**src/design/frf_pkg.sv**
```systemverilog
package frf_pkg;

  localparam int unsigned LANES    = 8;
  localparam int unsigned NUM_EXCL = 3;
  localparam int unsigned CFG_AW   = 3;
  localparam int unsigned SIZE_W   = 32;

  typedef enum logic [CFG_AW-1:0] {
    CFG_MIN_LCN     = 3'd0,
    CFG_MIN_SIZE    = 3'd1,
    CFG_EXCL0_START = 3'd2,
    CFG_EXCL0_END   = 3'd3,
    CFG_EXCL1_START = 3'd4,
    CFG_EXCL1_END   = 3'd5,
    CFG_EXCL2_START = 3'd6,
    CFG_EXCL2_END   = 3'd7
  } cfg_reg_e;

endpackage

```
**src/design/frf_merge.sv**
```systemverilog
module frf_merge #(
  parameter int unsigned LCN_WIDTH = 40
) (
  input  logic [LCN_WIDTH-1:0]        lcn_i [frf_pkg::LANES],
  input  logic [frf_pkg::LANES-1:0]   used_i,
  input  logic [LCN_WIDTH-1:0]        end_lcn_i,
  input  logic                        prev_used_i,
  input  logic [LCN_WIDTH-1:0]        run_start_i,
  input  logic [LCN_WIDTH-1:0]        min_lcn_i,
  input  logic [frf_pkg::SIZE_W-1:0]  min_size_i,
  output logic                        hit_o,
  output logic [LCN_WIDTH-1:0]        hit_begin_o,
  output logic [LCN_WIDTH-1:0]        hit_end_o,
  output logic                        tail_ok_o,
  output logic                        next_prev_used_o,
  output logic [LCN_WIDTH-1:0]        next_run_start_o
);
  import frf_pkg::*;

  logic [LCN_WIDTH-1:0] min_size_ext;
  logic [LCN_WIDTH-1:0] tail_len;

  assign min_size_ext = LCN_WIDTH'(min_size_i);

  // Lanes are walked in cluster order; the first run that closes and
  // qualifies wins.
  always_comb begin
    logic                 pu;
    logic [LCN_WIDTH-1:0] rs;
    logic [LCN_WIDTH-1:0] len;
    pu          = prev_used_i;
    rs          = run_start_i;
    hit_o       = 1'b0;
    hit_begin_o = '0;
    hit_end_o   = '0;
    for (int k = 0; k < LANES; k++) begin
      len = lcn_i[k] - rs;
      if (!hit_o && !pu && used_i[k] && (rs >= min_lcn_i) && (len >= min_size_ext)) begin
        hit_o       = 1'b1;
        hit_begin_o = rs;
        hit_end_o   = lcn_i[k];
      end
      if (pu && !used_i[k]) begin
        rs = lcn_i[k];
      end
      pu = used_i[k];
    end
    next_prev_used_o = pu;
    next_run_start_o = rs;
  end

  assign tail_len  = end_lcn_i - next_run_start_o;
  assign tail_ok_o = !next_prev_used_o && (next_run_start_o >= min_lcn_i) &&
                     (tail_len >= min_size_ext);

endmodule

```
**config.mk**
```make
export PLATFORM = sky130hd
export DESIGN_NAME = frf_merge
export DESIGN_NICKNAME = d
export VERILOG_FILES = /design/src/design/frf_pkg.sv /design/src/design/frf_merge.sv
export SDC_FILE = /design/constraint.sdc
export NUM_CORES = 2
export LEC_CHECK = 0
export BUFFER_PORTS_ARGS = -buffer_cell sky130_fd_sc_hd__buf_4
export CORE_MARGIN = 1
export CORE_UTILIZATION = 60
export DETAILED_ROUTE_END_ITERATION = 6
export PLACE_DENSITY = 0.9
export RECOVER_POWER = 100
export SYNTH_ARGS = -nofsm -noshare
export SYNTH_HDL_FRONTEND = slang
export SYNTH_SLANG_ARGS = --single-unit
```
**constraint.sdc**
```tcl
create_clock -name vclk -period 11.7
set_clock_uncertainty 0.05 [all_clocks]
set_input_delay 1.17 -clock vclk [all_inputs]
set_output_delay 1.17 -clock vclk [all_outputs]
set_load 0.005 [all_outputs]
```
==> results.sh <==
export IMPL_status="finished, violations left"
export IMPL_violations="DRC"
export IMPL_num_io_pins=604
export IMPL_yosys_area_top_type_share_pct=29.5
export IMPL_yosysSeqAreaShare_pct=0
export IMPL_fin_crit_sh_pct=96.4
export IMPL_yosysMostFrequentCell="ha_1"
export IMPL_grt_max_degree=71
export IMPL_worstMarginPinSlew_ns=1.35
export IMPL_area_growth_pct=14.9
export IMPL_nClkBuffers=0
export IMPL_synth_xor_xnor_area_share_pct=5.97
export IMPL_vdd_ir_drop_max_mv=0.0449
export IMPL_min_delay_path_class="input port to output pin"
export IMPL_maxSlewViolCount=0
export IMPL_die_x_um=268
export IMPL_grtUsageMet1_pct=64.1
export IMPL_n_fill_cell=6243
export IMPL_grtUsageMet2_pct=79.0
export IMPL_crit_fanout=28
export IMPL_port_buffers=604
export IMPL_critical_path_max_stage_delay_ns=0.71
export IMPL_drive_gt1_share_pct=12.6
export IMPL_post_route_min_period_ns=11.28
export IMPL_setup_tns_ns=0
export IMPL_core_um2=69900
export IMPL_synth_top_family_by_area="compound AO/OA/AOI/OAI gates"
export IMPL_gr_total_overflow=0
export IMPL_wl_per_cell_um=26.1
export IMPL_worst_slack_ns=0.417
export IMPL_cap_violations=0
export IMPL_worstSetupStartpointType="input port"
export IMPL_seqCellArea_um2=0
export IMPL_grt_pass1_vias=50000
export IMPL_synthSimpleGateAreaFrac_pct=19.8
export IMPL_dieArea_um2=71700
export IMPL_num_rows=97
export IMPL_vias_per_cell=7.05
export IMPL_wl_um=202000
export IMPL_fmax_ghz=0.0886
export IMPL_syn_inst=6266
export IMPL_synth_warnings=0
export IMPL_cp_common_cell="o21ai_0"
export IMPL_routabilityCongestion=1.14
export IMPL_avgSynthCellArea_um2=6.76
export IMPL_power_density_nw_per_um2=90.1
export IMPL_drc=1
export IMPL_cp_data_required_time_ns=10.48
export IMPL_drt_iter0_drc=7421
export IMPL_hpwl_um=171000
export IMPL_syn_cell_area_um2=42400
export IMPL_dp_cells=7726
export IMPL_flops_and_latches=0
export IMPL_synth_common_cells="ha_1, a21oi_1, nand2_1, inv_1, o21ai_0"
export IMPL_muxShareOfSynthArea_pct=1.34
export IMPL_pre_cts_slack_ns=0.477
export IMPL_leakagePower_uw=0.0243
export IMPL_track_usage_pct=53.1
export IMPL_yosys_area_top_type="ha_1"
export IMPL_syn_nets=7755
export IMPL_cp_slowest_cell="nor3_1"
export IMPL_stdcell_count=7754
export IMPL_end_kind="output pin"
export IMPL_ys_types=93
export IMPL_routed_via_count=54700
export IMPL_antenna_found_initial=30
export IMPL_finalSetupViolations=0
export IMPL_yosys_top_cells_area="ha_1, a21oi_1, o21ai_0"
export IMPL_dr_pass1_iters=7
export IMPL_detail_route_antenna_nets=0
export IMPL_die_h_um=268
export IMPL_synth_compound_area_share_pct=35.7
export IMPL_path_class="input port to output pin"
export IMPL_timing_hold_violations_final=0
export IMPL_use_met3_pct=17.9
export IMPL_maxSlewHeadroom_pct=9.11
export IMPL_synthAdderAreaFrac_pct=29.9
export IMPL_nNetsFinal=8282
export IMPL_grt_pass1_wl_um=291000
export IMPL_fin_util_pct=69.7
export IMPL_top_usage_layer="met2"
export IMPL_crit_arrival_ns=10.06
export IMPL_initial_core_util_pct=60.6
-- worst max-delay path, delay by kind of cell --
kind | cells | cell delay (ns)
AO/OA/AOI/OAI | 16 | 3.74
XOR/XNOR | 1 | 0.18
adder cells (fa/ha/maj) | 2 | 0.59
buffers and inverters | 5 | 1.13
AND/OR/NAND/NOR | 15 | 3.22
-- cells by family after synthesis --
group                    count (synthesis)
buffers and inverters                  808
AND/OR/NAND/NOR                       1797
XOR/XNOR                               289
multiplexers                            54
adder cells (fa/ha/maj)               1008
AO/OA/AOI/OAI                         2310
-- metrics by stage --
step | hold slack [ns] | power, µW | instance area (µm²)
3_5_place_dp | 2.53 | 4170 | 48600
4_1_cts | 2.53 | 4190 | 48600
3_3_place_gp | 2.53 | 4070 | 48600
6_report | 2.61 | 4390 | 48700
5_1_grt | 2.61 | 4710 | 48700
2_1_floorplan | 2.37 | 2790 | 42400
-- power breakdown --
group          internal [µW]  switching, µW
Clock               0.000276              0
Sequential                 0              0
Combinational           1770           2620
Total                   1770           2620
-- metal layers --
metal	vias up	part of all wire (%)
met1	24900	35
met3	1041	16
met2	4261	40
li1	24400	-
met5	-	0.12
met4	26	8.3
-- final cells by class --
| cell class | instances | area (µm²) | share of cell area, % |
|---|---|---|---|
| antenna | 23 | 57.6 | 0.118 |
| inverter | 569 | 2140 | 4.39 |
| multi-input combinational | 5459 | 39500 | 81.0 |
| tap | 940 | 1180 | 2.42 |
| timing repair buffer | 763 | 5870 | 12.0 |
-- path summary, 6_finish.rpt --
path	start	to	slack, ns	depth (start not counted)
worst max-delay path	used_i[1]	hit_end_o[9]	0.42	39
worst min-delay path	lcn_i[79]	hit_end_o[39]	2.61	4
-- timing repair --
action,4_1_cts,5_1_grt
setup endpoints to repair,0,81
buffers inserted,0,4
gates resized for setup,0,14
hold buffers,0,0
hold endpoints to repair,0,0
-- cell usage in the layout, fill, tap and decap left out, drive strengths merged, types with 102 or more instances in the layout --
cell,instances
a21o,284
a21oi,643
buf,747
ha,999
inv,569
nand2,588
nand3,109
nand4,145
nor2,469
nor3,130
o211ai,102
o21ai,497
xnor2,198
Power figures use the tool's default switching activity.
