--- src/design/frf_pkg.sv ---
package frf_pkg;

  localparam int unsigned LANES    = 8;
  localparam int unsigned NUM_EXCL = 3;
  localparam int unsigned CFG_AW   = 3;
  localparam int unsigned SIZE_W   = 32;

  typedef enum logic [CFG_AW-1:0] {
    CFG_MIN_LCN     = 3'd0,
    CFG_MIN_SIZE    = 3'd1,
    CFG_EXCL0_START = 3'd2,
    CFG_EXCL0_END   = 3'd3,
    CFG_EXCL1_START = 3'd4,
    CFG_EXCL1_END   = 3'd5,
    CFG_EXCL2_START = 3'd6,
    CFG_EXCL2_END   = 3'd7
  } cfg_reg_e;

endpackage

--- src/design/frf_lane.sv ---
module frf_lane #(
  parameter int unsigned LCN_WIDTH = 40,
  parameter int unsigned LANE_IDX  = 0
) (
  input  logic [LCN_WIDTH-1:0] base_lcn_i,
  input  logic                 bit_i,
  input  logic [LCN_WIDTH-1:0] excl_lo_i [frf_pkg::NUM_EXCL],
  input  logic [LCN_WIDTH-1:0] excl_hi_i [frf_pkg::NUM_EXCL],
  output logic [LCN_WIDTH-1:0] lcn_o,
  output logic                 used_o
);
  import frf_pkg::*;

  logic [NUM_EXCL-1:0] in_range;

  assign lcn_o = base_lcn_i + LCN_WIDTH'(LANE_IDX);

  always_comb begin
    for (int k = 0; k < NUM_EXCL; k++) begin
      in_range[k] = (lcn_o >= excl_lo_i[k]) && (lcn_o < excl_hi_i[k]);
    end
  end

  assign used_o = bit_i | (|in_range);

endmodule

--- config.mk ---
export PLATFORM = sky130hd
export DESIGN_NAME = frf_lane
export DESIGN_NICKNAME = d
export VERILOG_FILES = /design/src/design/frf_pkg.sv /design/src/design/frf_lane.sv
export SDC_FILE = /design/constraint.sdc
export NUM_CORES = 1
export LEC_CHECK = 0
export BUFFER_PORTS_ARGS = -buffer_cell sky130_fd_sc_hd__buf_4
export CAP_MARGIN = 5
export CORE_AREA = 2 2 127 129
export DETAILED_ROUTE_END_ITERATION = 8
export DIE_AREA = 0 0 129 131
export PLACE_DENSITY_LB_ADDON = 0.3
export SLEW_MARGIN = 10
export SYNTH_ARGS = -nofsm -noshare
export SYNTH_HDL_FRONTEND = slang
export SYNTH_SLANG_ARGS = --single-unit
--- constraint.sdc ---
create_clock -name vclk -period 2.3
set_input_delay 0.115 -clock vclk [all_inputs]
set_output_delay 0.115 -clock vclk [all_outputs]
set_load 0.01 [all_outputs]
==> summary.md, run 1 <==
| Metric | Value |
|---|---|
| DR vias/cell | `approximately 5` |
| Pins over their slew limit | `0` |
| Area growth from synthesis to layout | `46.40%` |
| Wirelength per Cell | `about 15 um` |
| Die area | `between 15000 and 20000 um^2` |
| Hold Startpoint | `base_lcn_i[0]` |
| Row Count | `46` |
| WP data arrival | `2.12 ns` |
| Initial drt markers | `~170` |
| Outcome | `complete, no violations` |
| Die Span X | `around 130 um` |
| Final setup violation count | `0` |
| Syn_nets | `between 1000 and 1500` |
| Ant. Diodes | `0` |
| # nets final | `~1700` |
| Hpwl dp | `19.11 mm` |
| GRT overflow | `0` |
| Fill cells | `between 1500 and 2000` |
| DRC | `0` |
| Mapped Area | `between 6000 and 7000 um^2` |
| Clock buffers | `0` |
| WHS | `between 0.4 and 0.5 ns` |
| Leak pwr | `5.635 nW` |
| DR vias | `around 7000` |
| Tmin final | `between 2 and 2.5 ns` |
| Crit path max fanout | `3` |
| Worst hold endpoint | `lcn_o[0]` |
| Max-Cap Viols | `0` |
| DP Area | `~8800 um^2` |
| Setup_tns | `0 ns` |
| Share of layout cells above drive strength 1 | `0.3368` |
| First-pass GRT wire length | `31.36 mm` |
| Peak supply drop | `about 110 uV` |
| CP Class | `input pin to output port` |
| Hold path depth | `2` |
| Endpoint class of the critical path | `output port` |
| Pwr/cell area | `175.0 nW/um^2` |
| Final WL | `approximately 21 mm` |
| Die height | `131 um` |
| Number of sequential cells | `0` |
| DR pass1 iterations | `5` |
| Min-Delay Path Class | `input pin to output port` |
| Core area | `around 16000 um^2` |
| Startpoint Class | `input pin` |
| All-layer global routing usage | `0.2339` |
| Achievable Freq | `448.1 MHz` |
| Most frequent cells in the layout | `buf_4, inv_1, ha_1` |
| Initial core utilization | `0.3990` |
| Hold buffers post-CTS | `0` |
| Commonest non-fill, non-tap cell in the layout | `buf_4` |
| Vias in the first global route | `roughly 6500` |
| Final hold viol count | `0` |
| Req. time, crit path | `about 2.2 ns` |
| Routability cong. | `0.8539` |
| Buffers on Ports | `about 320` |
| Initial antenna violation count | `0` |
| Post-synthesis instance total | `around 860` |
| Worst-Margin Slew | `0.4540 ns` |
| Synth warn | `0` |
| Sequential area share after synthesis | `0` |
| Reg area | `0 um^2` |
| Final period util | `0.9703` |
| Avg Cell Area, Syn | `a little over 7 um^2` |
| Post-route ant nets | `0` |
| Multi-input logic area | `5289 um^2` |
| Design area | `9111 um^2` |
| Boundary Pins | `between 300 and 400` |
| Largest net degree at the start of global routing | `8` |
| Slew Limit Headroom | `0.6945` |
| Distinct cell type count after synthesis | `46` |
## worst max-delay path, cell delays in order
cell	delay [ns]
buf_4	0.14
ha_4	0.27
and4_4	0.25
nand4_4	0.11
or4b_4	0.56
o32ai_4	0.12
o31ai_2	0.10
a31oi_1	0.20
nand3_2	0.10
buf_6	0.15
## logic make-up (layout without fill, tap and decap cells)
| group | Yosys count | in the layout | synth area share |
|---|---|---|---|
| compound gates | 199 | 199 | 0.2023 |
| buf+inv | 279 | 590 | 0.1950 |
| simple gates | 144 | 144 | 0.1263 |
| fa+ha+maj | 237 | 237 | 0.4765 |
## how the worst max path moves through the flow
stage	from	to	slack, ns	depth (start not counted)
2_1_floorplan	excl_hi_i[62]	used_o	0.45	9
3_3_place_gp	base_lcn_i[17]	used_o	-0.06	12
3_5_place_dp	base_lcn_i[21]	used_o	-0.11	11
4_1_cts	base_lcn_i[14]	used_o	0.009	11
5_1_grt	base_lcn_i[38]	used_o	-0.03	11
6_report	base_lcn_i[23]	used_o	0.07	10
## layer usage
| metal | global-route usage | vias up | part of all wire |
|---|---|---|---|
| met5 | 0 | - | 0 |
| li1 | - | 3570 | - |
| met3 | 0.04153 | 17 | 0.071 |
| met2 | 0.4662 | 224 | 0.52 |
| met4 | 0.02813 | 0 | 0.011 |
| met1 | 0.2651 | 3015 | 0.40 |
## through the flow
stage / instances / setup WS (ns) / power [W] / utilization
after global placement: 1385 / -0.05667 / 0.001488 / 0.5655
after detailed placement: 1385 / -0.1109 / 0.001520 / 0.5655
after CTS: 1385 / 0.008709 / 0.001532 / 0.5663
final: 1386 / 0.06826 / 0.001594 / 0.5841
after floorplan: 859 / 0.4502 / 0.0007966 / -
after global routing: 1386 / -0.02899 / 0.001806 / 0.5841
## report_power, final
group	internal [W]	switching, W
sequential	0	0
combinational	0.000844	0.000750
clock	0	0
total	0.000844	0.000750
## layout make-up
cell class | instances | area share
Inverter | 239 | 0.1002
Multi-Input combinational cell | 580 | 0.5805
Tap cell | 216 | 0.02966
Timing Repair Buffer | 351 | 0.2896
## Yosys cell counts, drive strengths merged, types with 3 or more instances
cell type	instances	area share
a21o	43	0.052
nand4	38	0.039
and2	3	0.0032
and4	6	0.0084
o311ai	3	0.0042
o21ai	30	0.024
o211ai	3	0.0036
a221oi	7	0.0099
nor2	17	0.013
nand3	21	0.017
buf	40	0.048
nand2b	3	0.0030
a31oi	7	0.0070
nand2	37	0.022
inv	239	0.15
nor4	3	0.0030
a221o	3	0.0048
a211oi	8	0.0097
a21oi	77	0.062
nor3	5	0.0040
o21a	6	0.0074
ha	237	0.48
## repair_timing
action                     CTS  global route
pin swaps                    0            18
gates resized for setup      3            41
setup buffers                0             2
setup endpoints to repair    1             1
(Power assumes the default switching activity.)
==> run 2: changes to the inputs <==
- clock period: 2.3 -> 2.9 ns (I/O delays scaled with it)
==> summary.md, run 2 (synthesis results as in run 1) <==
| Metric | Value |
|---|---|
| Outcome | `complete, no violations` |
| Setup crit start | `base_lcn_i[14]` |
| Critical Path End | `used_o` |
| Design area | `8618 um^2 (-5.4%)` |
| Multi-input logic area | `5010 um^2 (-5.3%)` |
| DR vias | `6700 (-1.8%)` |
| DR vias/cell | `4.934 (+0.18%)` |
| Req. time, crit path | `2.76 ns (+0.58 ns)` |
| Clock buffers | `0 (unchanged)` |
| Fill cells | `1593 (+4.1%)` |
| First-pass GRT wire length | `31.06 mm (-0.97%)` |
| Initial core utilization | `0.3990 (unchanged)` |
| CP Class | `input pin to output port` |
| Post-route ant nets | `0 (unchanged)` |
| Post CTS Setup Buffer Count | `0 (unchanged)` |
| Hpwl dp | `18.39 mm (-3.8%)` |
| Setup_tns | `0 ns (unchanged)` |
| DRC | `0 (unchanged)` |
| Peak supply drop | `70.95 uV (-33%)` |
| Vias in the first global route | `6400 (-2.1%)` |
| WP data arrival | `2.44 ns (+0.32 ns)` |
| Final core occ | `0.5525 (-0.03161)` |
| Row Count | `46 (unchanged)` |
| Endpoint class of the critical path | `output port` |
| Final setup violation count | `0 (unchanged)` |
| Most frequent cells in the layout | `buf_4, inv_1, ha_1` |
| Final hold viol count | `0 (unchanged)` |
| Buffers on Ports | `322 (unchanged)` |
| Final WL | `20.18 mm (-4.9%)` |
| Startpoint Class | `input pin` |
| Post-CTS sizing | `0 (-3)` |
| Core area | `15600 um^2 (unchanged)` |
| Unrepaired setup endpoints after global routing | `no` |
| Share of layout cells above drive strength 1 | `0.2907 (-0.04603)` |
| Cell count after placement | `1358 (-1.9%)` |
| Leak pwr | `5.486 nW (-2.6%)` |
| Hold buffers post-CTS | `0 (unchanged)` |
| Tmin final | `about 2.6 ns` |
| # nets final | `1662 (-1.7%)` |
| Die height | `131 um (unchanged)` |
| Commonest non-fill, non-tap cell in the layout | `buf_4` |
| Area growth from synthesis to layout | `38.48%` |
| Crit path max fanout | `7 (+4)` |
| Largest net degree at the start of global routing | `8 (unchanged)` |
| GRT overflow | `0 (unchanged)` |
| Worst-Margin Slew | `0.4643 ns (+0.01033 ns)` |
| Min-Delay Path Class | `input pin to output port` |
| Non-Filler Instances | `1358 (-2.0%)` |
| Ant. Diodes | `0 (unchanged)` |
| Achievable Freq | `approximately 390 MHz` |
| Wirelength per Cell | `14.86 um (-3.0%)` |
| Initial antenna violation count | `0 (unchanged)` |
| Die area | `16900 um^2 (unchanged)` |
| Max-Cap Viols | `0 (unchanged)` |
| Reg area | `0 um^2 (unchanged)` |
| WHS | `0.5216 ns (+0.07049 ns)` |
| Final period util | `0.8923` |
| Hold Startpoint | `base_lcn_i[0]` |
| DP Area | `8618 um^2 (-2.3%)` |
| Pins over their slew limit | `0 (unchanged)` |
| Boundary Pins | `322 (unchanged)` |
| DR pass1 iterations | `4 (-1)` |
| All-layer global routing usage | `0.2295 (-0.004456)` |
| Slew Limit Headroom | `0.6872 (-0.007365)` |
| Pwr/cell area | `134.8 nW/um^2 (-23%)` |
| Number of sequential cells | `0 (unchanged)` |
| Routability cong. | `0.8633 (+1.1%)` |
| Die Span X | `129 um (unchanged)` |
| Initial drt markers | `164 (-5.7%)` |
==> run 2: cell count changes in the layout (fill, tap and decap cells not counted), sizes merged <==
cell / delta
buf: -28
==> run 2: area by class of cell <==
cell class / instances / share of cell area
Multi-Input combinational cell: 580 / 0.5813
Timing Repair Buffer: 323 / 0.2814
Inverter: 239 / 0.1060
Tap cell: 216 / 0.03136
==> run 2: metal layers <==
metal / track usage / vias to the layer above / part of all wire / wire length, um
met5: 0 / - / 0 / 0
met4: 0.03708 / 0 / 0.018 / 370
met3: 0.04235 / 23 / 0.078 / 1583
met2: 0.4454 / 224 / 0.51 / 10250
met1: 0.2648 / 2946 / 0.40 / 7979
li1: - / 3507 / - / -
==> run 2: where the power goes <==
part / leakage [nW] / switching, W / internal (W)
Combinational: 5.49 / 0.000550 / 0.000612
Clock: 0 / 0 / 0
Sequential: 0 / 0 / 0
Total: 5.49 / 0.000550 / 0.000612
==> run 2: worst max-delay path: stages <==
cell and delay [ns]:
buf_4 0.15, ha_1 0.32, nand4_1 0.14, nor3_1 0.41, or4b_1 0.49, o32ai_1 0.16
o31ai_1 0.17, a31oi_1 0.20, nand3_1 0.10, buf_4 0.17
==> run 2: worst min path at each step <==
| stage | endpoint | slack, ns | cells after the start |
|---|---|---|---|
| after floorplan | lcn_o[0] | 0.38 | 1 |
| after global placement | lcn_o[0] | 0.52 | 2 |
| after detailed placement | lcn_o[0] | 0.52 | 2 |
| after CTS | lcn_o[0] | 0.52 | 2 |
| after global routing | lcn_o[0] | 0.53 | 2 |
| final | lcn_o[0] | 0.52 | 2 |
==> run 2: stage by stage <==
stage | setup slack [ns] | total power, W
global placement | 0.4339 | 0.001145
CTS | 0.3768 | 0.001175
detailed placement | 0.3721 | 0.001169
finish | 0.3124 | 0.001162
floorplan | 0.9902 | 0.0006318
global route | 0.2308 | 0.001331
==> run 3: changes to the inputs <==
- RECOVER_POWER: default -> 50
==> summary.md, run 3 (synthesis results as in run 1) <==
| Metric | Value |
|---|---|
| Final period util | `0.9116 (+0.01932)` |
| Achievable Freq | `378.3 MHz (-2.1%)` |
| Post-CTS sizing | `0 (unchanged)` |
| Initial antenna violation count | `0 (unchanged)` |
| Post CTS Setup Buffer Count | `0 (unchanged)` |
| Final Power | `0.001149 W (-1.1%)` |
| Endpoint class of the critical path | `output port` |
| Ant. Diodes | `0 (unchanged)` |
| Share of layout cells above drive strength 1 | `0.2741 (-0.01664)` |
| Pins over their slew limit | `0 (unchanged)` |
| CP Class | `input pin to output port` |
| Die height | `131 um (unchanged)` |
| Hold path depth | `2 (unchanged)` |
| Setup WS pre-CTS | `0.3721 ns (unchanged)` |
| DRC | `0 (unchanged)` |
| First-pass GRT wire length | `31.06 mm (unchanged)` |
| Hold buffers post-CTS | `0 (unchanged)` |
| Slowest stage delay, CP | `0.48 ns (about the same)` |
| Pwr/cell area | `134.4 nW/um^2 (-0.31%)` |
| Setup crit start | `base_lcn_i[13]` |
| Wirelength per Cell | `14.85 um (about the same)` |
| Die Span X | `129 um (unchanged)` |
| Critical Path End | `used_o` |
| Tmin final | `2.644 ns (+0.05602 ns)` |
| Req. time, crit path | `2.76 ns (about the same)` |
| # nets final | `1662 (unchanged)` |
| Largest net degree at the start of global routing | `8 (unchanged)` |
| Hpwl dp | `18.39 mm (unchanged)` |
| DR vias/cell | `4.957 (+0.48%)` |
| Post-route ant nets | `0 (unchanged)` |
| Row Count | `46 (unchanged)` |
| Buffers on Ports | `322 (unchanged)` |
| Slew Limit Headroom | `0.6848 (-0.002338)` |
| GRT overflow | `0 (unchanged)` |
| Final hold viol count | `0 (unchanged)` |
| Reg area | `0 um^2 (unchanged)` |
| WP data arrival | `2.50 ns (+0.06 ns)` |
| Hold Startpoint | `base_lcn_i[0]` |
| Worst-Margin Slew | `0.4678 ns (+0.003470 ns)` |
| Cell count after placement | `1358 (unchanged)` |
| Boundary Pins | `322 (unchanged)` |
| Routability cong. | `0.8633 (unchanged)` |
| Setup_tns | `0 ns (unchanged)` |
| Clock buffers | `0 (unchanged)` |
| Initial drt markers | `163 (-0.61%)` |
| Max-Cap Viols | `0 (unchanged)` |
| Startpoint Class | `input pin` |
| All-layer global routing usage | `0.2295 (unchanged)` |
| Most frequent cells in the layout | `buf_4, inv_1, ha_1` |
| Vias in the first global route | `6400 (unchanged)` |
| Commonest non-fill, non-tap cell in the layout | `buf_4` |
| Final setup violation count | `0 (unchanged)` |
| DR vias | `6732 (+0.48%)` |
| Final WL | `20.16 mm (about the same)` |
| Min-Delay Path Class | `input pin to output port` |
| Core area | `15600 um^2 (unchanged)` |
| Area growth from synthesis to layout | `37.33%` |
| Number of sequential cells | `0 (unchanged)` |
| Unrepaired setup endpoints after global routing | `no` |
| Die area | `16900 um^2 (unchanged)` |
| Leak pwr | `5.417 nW (-1.3%)` |
| DR pass1 iterations | `4 (unchanged)` |
| Cell Chain, Critical Path | `clkbuf_1 > ha_1 > nand4_1 > nor3_1 > or4b_1 > o32ai_1 > o31ai_1 > a31oi_1 > nand3_1 > buf_4` |
| Final WS setup | `0.2564 ns (-0.05602 ns)` |
| Crit path max fanout | `7 (unchanged)` |
| Slowest CP cell | `or4b_1` |
| Non-Filler Instances | `1358 (unchanged)` |
| Initial core utilization | `0.3990 (unchanged)` |
| Outcome | `complete, no violations` |
| Peak supply drop | `70.88 uV (about the same)` |
[run 3: how the worst min path moves through the flow]
stage | end | slack [ns]
after floorplan | lcn_o[0] | 0.38
after global placement | lcn_o[0] | 0.52
after detailed placement | lcn_o[0] | 0.52
after CTS | lcn_o[0] | 0.52
after global routing | lcn_o[0] | 0.56
final | lcn_o[0] | 0.55
[run 3: metal layers]
| layer | routed length, um | vias to the layer above | track usage |
|---|---|---|---|
| met1 | 7879 | 2963 | 0.2648 |
| met2 | 10250 | 238 | 0.4454 |
| met4 | 376 | 0 | 0.03708 |
| met3 | 1656 | 25 | 0.04235 |
| li1 | - | 3506 | - |
| met5 | 0 | - | 0 |
[run 3: power breakdown]
part,switching [W],internal (W)
clock network,0,0
logic,0.000549,0.000600
registers,0,0
[run 3: through the flow]
stage / cell area (um^2) / util / hold WS [ns]
2_1_floorplan: 6223 / - / 0.3818
3_3_place_gp: 8618 / 0.5525 / 0.5245
3_5_place_dp: 8618 / 0.5525 / 0.5231
4_1_cts: 8618 / 0.5525 / 0.5233
5_1_grt: 8547 / 0.5480 / 0.5607
6_report: 8547 / 0.5480 / 0.5471
[run 3: cell type report]
class | count | area (um^2)
multi-input cells | 580 | 5010
inverters | 239 | 913.4
repair buffers | 323 | 2354
well taps | 216 | 270.3
fillers | 1606 | 7051
[run 3: worst max-delay path, delay by kind of cell]
kind	cells	cell delay, ns
adders and majority gates	1	0.37
buffers and inverters	2	0.37
AOI/OAI and AO/OA	3	0.52
and+or+nand+nor	4	1.10
